[src/hw/rtl/gkq_div.sv]
// ----------------------------------------------------------------------------
// gkq_div
// Restoring unsigned divider, one quotient bit per cycle.
// ----------------------------------------------------------------------------
module gkq_div #(
  parameter int DVW = 49,
  parameter int DSW = 43
) (
  input  logic           clk_i,
  input  logic           rst_ni,
  input  logic           start_i,
  input  logic [DVW-1:0] dividend_i,
  input  logic [DSW-1:0] divisor_i,
  output logic           done_o,
  output logic [DVW-1:0] quotient_o
);

  localparam int CNTW = $clog2(DVW + 1);

  logic            busy_q;
  logic            done_q;
  logic [CNTW-1:0] cnt_q;
  logic [DSW-1:0]  rem_q;
  logic [DVW-1:0]  quo_q;
  logic [DSW-1:0]  dsr_q;

  logic [DSW:0]    shifted;
  logic [DSW+1:0]  trial;
  logic            ge;

  // one trial subtraction
  always_comb begin
    shifted = {rem_q, quo_q[DVW-1]};
    trial   = {1'b0, shifted} - {2'b00, dsr_q};
    ge      = ~trial[DSW+1];
  end

  // control
  always_ff @(posedge clk_i or negedge rst_ni) begin
    if (!rst_ni) begin
      busy_q <= 1'b0;
      done_q <= 1'b0;
      cnt_q  <= '0;
    end else begin
      done_q <= 1'b0;
      if (start_i) begin
        busy_q <= 1'b1;
        cnt_q  <= CNTW'(DVW);
      end else if (busy_q) begin
        cnt_q <= cnt_q - 1'b1;
        if (cnt_q == CNTW'(1)) begin
          busy_q <= 1'b0;
          done_q <= 1'b1;
        end
      end
    end
  end

  // datapath
  always_ff @(posedge clk_i) begin
    if (start_i) begin
      rem_q <= '0;
      quo_q <= dividend_i;
      dsr_q <= divisor_i;
    end else if (busy_q) begin
      rem_q <= ge ? trial[DSW-1:0] : shifted[DSW-1:0];
      quo_q <= {quo_q[DVW-2:0], ge};
    end
  end

  assign done_o     = done_q;
  assign quotient_o = quo_q;

endmodule

[config.mk]
export PLATFORM = sky130hd
export DESIGN_NAME = gkq_div
export DESIGN_NICKNAME = d
export VERILOG_FILES = /design/src/hw/rtl/gkq_div.sv
export SDC_FILE = /design/constraint.sdc
export NUM_CORES = 1
export LEC_CHECK = 0
export BUFFER_PORTS_ARGS = -buffer_cell sky130_fd_sc_hd__buf_2
export CORE_MARGIN = 5
export CORE_UTILIZATION = 60
export DETAILED_ROUTE_END_ITERATION = 6
export PLACE_DENSITY_LB_ADDON = 0.08
export RECOVER_POWER = 100
export SYNTH_ARGS = -nofsm -noshare
export SYNTH_HDL_FRONTEND = slang
export SYNTH_SLANG_ARGS = --single-unit
export TNS_END_PERCENT = 30
[constraint.sdc]
create_clock -name clk_i -period 8.95 [get_ports clk_i]
set_input_delay 1.79 -clock clk_i [delete_from_list [all_inputs] [get_ports clk_i]]
set_output_delay 1.79 -clock clk_i [all_outputs]
set_load 0.02 [all_outputs]
==> impl_metrics.yaml, run 1 <==
outcome:
  status: "finished with violations"
  violations: "max-capacitance violations, max-slew violations"
place:
  post-place-ws_ns: 4.52
  place_hpwl_mm: 13.1
  io_buffers: 144
  gp_congestion: 0.890
synth:
  synthTopCellsByArea: "edfxtp_1 33%, dfxtp_1 10%, ha_1 6.7%, mux2_2 6.6%, mux2i_1 4.2%"
  synth.avg_cell_area_sq_um: 10.4
  synth_edf_count: 92
  yosysTopAreaCell: "edfxtp_1"
  netlist_instances: 804
  ys_seq_area_frac: 0.458
  synth_nets: 945
  ys_ff_latch: 143
  synthArstFlopShare: 0.0559
  synth_cell_type_count: 64
  synth_area_sq_um: 8350
  netlist.area_leader.share: 0.331
  yosysWarnings: 0
  synth_ff_type: "edfxtp_1"
setup_path:
  r2r_end: "rem_q[18]"
  cp.required_ns: 9.27
  cp-startpoint: "quotient_o[48]"
  r2r_cells: 13
  arrival_ns: 5.90
  worst-path-max-fanout: 32
  start_kind: "register"
  endpoint: "rem_q[18]"
  end_kind: "register"
  reg2reg_from: "quotient_o[48]"
  r2r_slack_ns: 3.37
  critical_path_class: "register to register"
final_layout:
  diodes: 0
  num-nets-final: 1074
  drive_gt1_frac: 0.189
  syn_to_final_growth_pct: 15.4
timing:
  max_freq_ghz: 0.179
  relSlewSlack: -1.16
  slew_viol_final: 141
  layout_setup_ws_ns: 3.37
  tightestPinTransition_ns: 3.23
  rsz0062_at_grt: "no"
  finalHoldViolations: 0
  fin_crit_ns: 5.58
  period_share: 0.623
  setup_viol: 0
  fin_skew_ns: 0.0120
  fin_setup_tns_ns: 0
  holdWs_ns: 0.503
clocking:
  h-tree-depth: 4
  cts.clk_slew.worst_paths_ns: 0.06
  ctsResizeCount: 0
  cts_hold_buf: 0
  cts-root-buf: "clkbuf_16"
  insertion_delay_ns: 0.42
  cts_sinks: 143
  numCtsBuffers: 17
  clk_path_buf_depth: 2
  cts_setup_buffers: 0
  cts_tree: "done"
grt:
  met3_usage: 0.0733
  grt_pass1_wl_mm: 31.1
  grt_overflow: 0
  top_usage_layer: "met2"
  grt_max_degree: 89
  grtUsageTotal: 0.233
  gr-usage-met1: 0.301
  antenna_found_initial: 0
  gr-usage-met2: 0.378
  grt_pass1_vias: 6605
drt:
  drc: 0
  postRouteAntennaNets: 0
  first_iter_violations: 417
  dr.pass1.iters: 5
  wire_per_inst_um: 16.3
  vias: 6534
  drt-total-wl_mm: 18.3
  viasPerCell: 5.80
flow_run:
  maxCapViolations: 3
die:
  die-height_um: 128
  die_area_sq_um: 16400
  core-area_sq_um: 13800
  ios: 145
  chipWidth_um: 128
  initial_core_util: 0.606
  placementRows: 43
pwr:
  leakage_nw: 4.34
  ir_drop_uv: 142
  powerDensity_nw_per_um2: 177
worst_hold_path:
  hold_class: "register to register"
  min_from: "rem_q[21]"
## per-layer routing
metal / up-vias / wire, um
met5: - / 0
li1: 3226 / -
met4: 0 / 261
met1: 3080 / 8140
met3: 25 / 1300
met2: 203 / 8610
## cell usage in the layout, fill, tap and decap left out, types with 8 or more instances in the layout
master	n
o21bai_1	8
a31oi_1	11
clkbuf_1	57
xor2_1	15
nor2_1	65
xnor2_1	23
clkbuf_16	17
inv_1	56
a21oi_1	54
nor3_1	13
o21ai_0	18
nand3_1	20
mux2_2	49
a21o_1	22
edfxtp_1	92
o211ai_1	8
buf_2	90
dfxtp_1	43
mux2i_1	35
nand2_1	50
a211oi_1	35
ha_1	45
## Yosys cell counts, drive strengths merged, types with 2 or more instances
cell type	count
xor2	15
edfxtp	92
a311oi	6
xnor2	23
nand3b	2
nor4	2
mux2i	35
ha	45
o31a	2
o21bai	8
nand4	7
or2	4
dfxtp	43
and2	5
o311ai	2
a211oi	36
inv	56
o211ai	9
o22ai	5
nor2	66
or3	6
nand3	20
a21oi	54
a21boi	3
a211o	2
or3b	3
dfrtp	8
nor3	13
clkbuf	24
and3	7
buf	13
a21o	22
o21a	5
mux2	49
o2111ai	3
nor2b	6
o31ai	4
nand2	50
nand2b	7
o21ai	18
a31oi	11
## state kept, by name (all words and copies together), names as in the netlist
| register | cells |
|---|---|
| busy_q | 1 |
| cnt_q | 6 |
| quotient_o | 49 |
| rem_q | 43 |
| dsr_q | 43 |
| done_o | 1 |
## power breakdown
group	internal [mW]	total, mW	switching, mW	leakage (nW)
logic	0.0864	0.214	0.128	2.67
clock network	0.441	0.715	0.274	0.287
registers	0.752	0.775	0.0231	1.38
## how the worst min path moves through the flow
stage / to / depth (start not counted)
floorplan: rem_q[12] / 2
global placement: rem_q[18] / 2
detailed placement: rem_q[30] / 2
CTS: rem_q[21] / 2
global route: rem_q[28] / 2
finish: rem_q[21] / 2
## area by class of cell
type / count / area, sq um
inverter: 57 / 214
timing repair buffer: 147 / 676
clock buffer: 20 / 437
fill: 1099 / 4140
clock inverter: 12 / 159
sequential: 143 / 3820
multi-input combinational: 567 / 4100
tap: 180 / 225
## logic make-up (layout without fill, tap and decap cells)
kind of cell | after synthesis | in the layout | synth area share
AO/OA/AOI/OAI | 198 | 198 | 0.164
flip-flops | 143 | 143 | 0.458
multiplexers | 84 | 84 | 0.108
buffers and inverters | 94 | 236 | 0.0459
adder cells (fa/ha/maj) | 46 | 46 | 0.0699
XOR/XNOR | 38 | 38 | 0.0399
AND/OR/NAND/NOR | 201 | 201 | 0.114
## through the flow
stage | area, sq um | total power, mW | util | instances
6_report | 9630 | 1.70 | 0.699 | 1126
5_1_grt | 9630 | 1.78 | 0.699 | 1126
4_1_cts | 9750 | 1.73 | 0.708 | 1126
3_5_place_dp | 9150 | 1.01 | 0.664 | 1094
3_3_place_gp | 9150 | 1.00 | 0.664 | 1094
2_1_floorplan | 8350 | 0.932 | - | 804
## critical path, cell delays in order (launching register included)
cell       delay, ns
edfxtp_1        0.37
inv_1           0.06
ha_1            0.22
fa_1            0.41
nand2b_1        0.20
a21o_1          0.20
a2111oi_0       1.04
o211ai_1        0.25
a21o_1          0.27
nand3_1         0.16
o211ai_1        0.91
buf_4           0.65
or3_1           0.42
a311oi_1        0.27
No activity file was read; power rests on OpenSTA's default activity.
==> run 2: changes to the inputs <==
Settings changed: ABC_AREA from default to 1, CORE_UTILIZATION 60 to 53.
Clock period 8.95 ns to 4.8 ns, I/O delays scaled along.
==> run 2 against run 1 <==
The run still ends with max-capacitance violations, max-slew violations left. Flip-flop and latch count is the same. Register-to-register slack got worse by 1.7 ns. Clock power grew 93%. Clock skew about the same. Critical path type is now input pin to register. Largest cell class unchanged.
==> impl_metrics.yaml, run 2 <==
final_layout:
  register_area_sq_um: 3820
  diodes: 0
  drive_gt1_frac: 0.0985
  fillerInstances: 1787
  num-nets-final: 1701
  postLayoutCoreUtil: 0.614
  syn_to_final_growth_pct: 14.5
  final_cell_mix: "595 x nand2_1, 271 x inv_1, 92 x edfxtp_1, 92 x buf_2, 86 x nor2_1"
  layout_commonest_cell: "nand2_1"
  multi_input_area_sq_um: 4520
  largest_reg_flops: 49
setup_path:
  end_kind: "register"
  r2r_slack_ns: 1.66
  arrival_ns: 3.78
  cp-startpoint: "start_i"
  endpoint: "quotient_o[45]"
  r2r_cells: 15
  worst-path-max-fanout: 36
  r2r_end: "rem_q[25]"
  reg2reg_from: "quotient_o[48]"
  critical_path_class: "input pin to register"
  cp.required_ns: 4.87
  start_kind: "input pin"
synth:
  yosysTopAreaCell: "edfxtp_1"
  synth_nets: 1566
  yosysWarnings: 0
  synth_edf_count: 92
  netlist_instances: 1425
  yosysMostFrequentCell: "nand2_1"
  ys_seq_area_frac: 0.398
  ys_ff_latch: 143
  synth.avg_cell_area_sq_um: 6.73
  synthTopCellsByArea: "edfxtp_1 29%, nand2_1 23%, inv_1 11%, dfxtp_1 9.0%, ha_1 5.9%"
  synth_ff_type: "edfxtp_1"
  synth_commonest_cells: "592 x nand2_1, 272 x inv_1, 92 x edfxtp_1"
  synthArstFlopShare: 0.0559
  netlist.area_leader.share: 0.288
  synth_area_sq_um: 9600
  synth_cell_type_count: 36
timing:
  fin_setup_tns_ns: 0
  slew_viol_final: 37
  period_share: 0.774
  rsz0062_at_grt: "no"
  holdWs_ns: 0.440
  max_freq_ghz: 0.269
  tightestPinTransition_ns: 1.84
  finalHoldViolations: 0
  relSlewSlack: -0.227
  fin_skew_ns: 0.0119
  setup_viol: 0
  fin_crit_ns: 3.72
pwr:
  powerDensity_nw_per_um2: 291
  leakage_nw: 6.00
  ir_drop_uv: 289
grt:
  met3_usage: 0.0532
  grt_overflow: 0
  gr-usage-met2: 0.404
  grt_max_degree: 64
  gr-usage-met1: 0.339
  top_usage_layer: "met2"
  grt_pass1_vias: 8551
  antenna_found_initial: 1
  grtUsageTotal: 0.252
  grt_pass1_wl_mm: 41.6
place:
  gp_congestion: 0.939
  io_buffers: 144
  place_hpwl_mm: 19.1
clocking:
  cts_setup_buffers: 0
  numCtsBuffers: 17
  clk_path_buf_depth: 2
  insertion_delay_ns: 0.44
  cts.clk_slew.worst_paths_ns: 0.07
  cts_sinks: 143
  ctsResizeCount: 0
  h-tree-depth: 4
  cts_tree: "done"
  cts-root-buf: "clkbuf_16"
  cts_hold_buf: 0
die:
  initial_core_util: 0.536
  die-height_um: 145
  die_area_sq_um: 20900
  chipWidth_um: 145
  ios: 145
  core-area_sq_um: 17900
  placementRows: 49
outcome:
  violations: "max-capacitance violations, max-slew violations"
  status: "finished with violations"
drt:
  dr.pass1.iters: 4
  viasPerCell: 4.93
  first_iter_violations: 526
  wire_per_inst_um: 14.2
  drt-total-wl_mm: 25.6
  postRouteAntennaNets: 0
  vias: 8892
  drc: 0
flow_run:
  maxCapViolations: 1
worst_hold_path:
  hold_class: "input pin to async pin"
==> run 2: worst min-delay path by stage <==
stage / start / to / slack [ns]
2_1_floorplan: rem_q[42] / rem_q[42] / 0.44
3_3_place_gp: rem_q[42] / rem_q[42] / 0.45
3_5_place_dp: rem_q[42] / rem_q[42] / 0.46
4_1_cts: rst_ni / cnt_q[3] / 0.35
5_1_grt: rst_ni / cnt_q[3] / 0.47
6_report: rst_ni / cnt_q[3] / 0.44
==> run 2: where the power goes <==
part | leakage (nW) | total [mW] | internal, mW | switching, mW
combinational | 4.32 | 0.390 | 0.130 | 0.260
clock | 0.286 | 1.38 | 0.786 | 0.595
sequential | 1.40 | 1.43 | 1.39 | 0.0360
total | 6.00 | 3.20 | 2.31 | 0.891
==> run 2: cell type report <==
class	count	share of cell area
multi-input combinational	966	0.411
sequential	143	0.348
inverter	280	0.0957
timing repair buffer	152	0.0645
clock buffer	18	0.0391
tap	229	0.0261
clock inverter	14	0.0156
==> run 2: layer usage <==
metal / share of wire / vias up
met1: 0.46 / 3920
met3: 0.061 / 46
met2: 0.46 / 259
met5: 0.00051 / -
met4: 0.023 / 2
li1: - / 4665
==> run 2: worst max-delay path: stages <==
cell and delay (ns):
clkbuf_1 1.29, nor2_2 -0.02, buf_4 0.31, inv_2 0.50
clkbuf_2 0.69
==> run 2: cells by family after synthesis <==
kind of cell             share of synthesized area
adder cells (fa/ha/maj)                     0.0608
XOR/XNOR                                    0.0137
buffers and inverters                        0.128
flip-flops                                   0.398
AND/OR/NAND/NOR                              0.358
AO/OA/AOI/OAI                               0.0404
==> run 2: through the flow <==
step | total power [mW] | area (sq um) | setup slack, ns | instances
2_1_floorplan | 1.71 | 9600 | 1.41 | 1425
3_3_place_gp | 1.85 | 10500 | 1.74 | 1770
3_5_place_dp | 1.86 | 10500 | 1.72 | 1770
4_1_cts | 3.23 | 11100 | 1.72 | 1802
5_1_grt | 3.33 | 11000 | 0.780 | 1802
6_report | 3.20 | 11000 | 1.08 | 1802
==> run 3: changes to the inputs <==
Settings changed: ABC_AREA 1 to 0, CORE_UTILIZATION 53 to 51.
Clock period 4.8 ns to 3.1 ns, I/O delays scaled along.
==> run 3 against run 2 <==
The flow finishes with violations (negative setup slack). Flip-flop and latch count unchanged. Clock skew down 0.00052 ns. Global-route usage down 3.2 points. Cell area down 8.0%. Critical endpoint is now rem_q[38]. Largest cell class unchanged. Largest power group unchanged. Highest routed layer is now met4.
==> impl_metrics.yaml, run 3 (synthesized netlist as in run 1, its figures left out) <==
outcome:
  status: "finished with violations"
  violations: "negative setup slack"
die:
  initial_core_util: 0.523
  ios: 145
  core-area_sq_um: 15900
  die_area_sq_um: 19000
  placementRows: 46
  chipWidth_um: 138
  die-height_um: 138
drt:
  viasPerCell: 5.57
  dr.pass1.iters: 7
  vias: 6728
  drt-total-wl_mm: 20.0
  drc: 0
  postRouteAntennaNets: 0
  wire_per_inst_um: 16.6
  first_iter_violations: 408
timing:
  finalHoldViolations: 0
  layout_setup_ws_ns: -0.0332
  fin_skew_ns: 0.0114
  max_freq_ghz: 0.319
  holdWs_ns: 0.0944
  relSlewSlack: 0.348
  period_share: 1.01
  tightestPinTransition_ns: 0.978
  rsz0062_at_grt: "yes"
  fin_setup_tns_ns: -0.0870
  setup_viol: 3
  slew_viol_final: 0
  fin_crit_ns: 3.13
flow_run:
  maxCapViolations: 0
clocking:
  insertion_delay_ns: 0.43
  cts_tree: "done"
  cts_hold_buf: 0
  numCtsBuffers: 17
  h-tree-depth: 4
  cts-root-buf: "clkbuf_16"
  cts_sinks: 143
  cts.clk_slew.worst_paths_ns: 0.07
  clk_path_buf_depth: 2
final_layout:
  largest_reg_flops: 49
  multi_input_area_sq_um: 4200
  final_cell_mix: "92 x edfxtp_1, 91 x buf_2, 65 x nor2_1"
  syn_to_final_growth_pct: 21.2
  drive_gt1_frac: 0.241
  register_area_sq_um: 3820
  postLayoutCoreUtil: 0.634
  layout_commonest_cell: "edfxtp_1"
  diodes: 0
  fillerInstances: 1347
  num-nets-final: 1119
grt:
  grt_pass1_vias: 6912
  grtUsageTotal: 0.220
  antenna_found_initial: 0
  grt_overflow: 0
  grt_pass1_wl_mm: 33.1
  grt_max_degree: 140
pwr:
  finalPower_mw: 4.86
  power.internal_mw: 3.56
  ir_drop_uv: 413
  p_switching_mw: 1.30
  power_frac_seq: 0.460
  leakage_nw: 4.57
  powerDensity_nw_per_um2: 481
  clkPwrFrac: 0.403
  sw_frac_of_total: 0.267
  pwr-share-comb: 0.137
setup_path:
  slowest_stage: "a2111oi_4"
  path_buf_inv: 1
  worst-path-max-fanout: 4
  max_stage_delay_ns: 0.45
  start_kind: "register"
  crit_family: "compound AO/OA/AOI/OAI gates"
  cp.required_ns: 3.44
  arrival_ns: 3.47
  end_kind: "register"
  cpMostUsedCell: "a21o_1"
  r2r_slack_ns: -0.03
  critical_path_class: "register to register"
  path_cells: "inv_1, ha_2, fa_2, nand2b_4, a21o_1, a2111oi_4, o211ai_2, a21o_1, a31oi_1, nor3_1, or3b_1, a311oi_1"
place:
  gp_congestion: 0.897
  io_buffers: 144
  post-place-ws_ns: -0.152
  place_hpwl_mm: 14.5
worst_hold_path:
  hold_class: "input pin to async pin"
==> run 3: area by class of cell <==
type                       instances  share of cell area
tap                              216              0.0267
timing repair buffer             191               0.103
multi-input combinational        568               0.416
clock buffer                      18              0.0424
sequential                       143               0.378
inverter                          57              0.0212
clock inverter                    14              0.0129
==> run 3: power by group through the flow <==
stage	Combinational, mW	Sequential, mW	Clock [mW]
after floorplan	0.349	2.34	0
after detailed placement	0.677	2.27	0
after global routing	0.734	2.25	2.09
after global placement	0.661	2.27	0
after CTS	0.683	2.24	2.00
final	0.667	2.24	1.96
==> run 3: metrics by stage <==
step	cell area [sq um]	instances
floorplan	8360	804
global placement	9530	1169
detailed placement	9530	1169
CTS	10100	1204
global route	10100	1207
finish	10100	1207
==> run 3: what timing repair did <==
item / CTS / global route
pin swaps: 3 / 31
buffers inserted: 2 / 3
gates cloned: 1 / 0
setup endpoints to repair: 42 / 42
gates resized for setup: 7 / 9
==> run 3: path summary, 6_finish.rpt <==
| path | endpoint | start | cells past startpoint |
|---|---|---|---|
| min in group clk_i | dsr_q[17] | divisor_i[17] | 1 |
| hold / removal | done_o | rst_ni | 1 |
| max in group asynchronous | busy_q | rst_ni | 1 |
| setup / recovery | rem_q[38] | quotient_o[48] | 12 |
| setup reg to reg | rem_q[38] | quotient_o[48] | 12 |
| hold reg to reg | rem_q[21] | rem_q[21] | 2 |
==> run 3: layer usage <==
layer	routed length (um)	vias up	GRT usage
li1	-	3320	-
met1	8790	3181	0.279
met2	9570	204	0.363
met3	1380	23	0.0704
met4	278	0	0.0637
met5	0	-	0
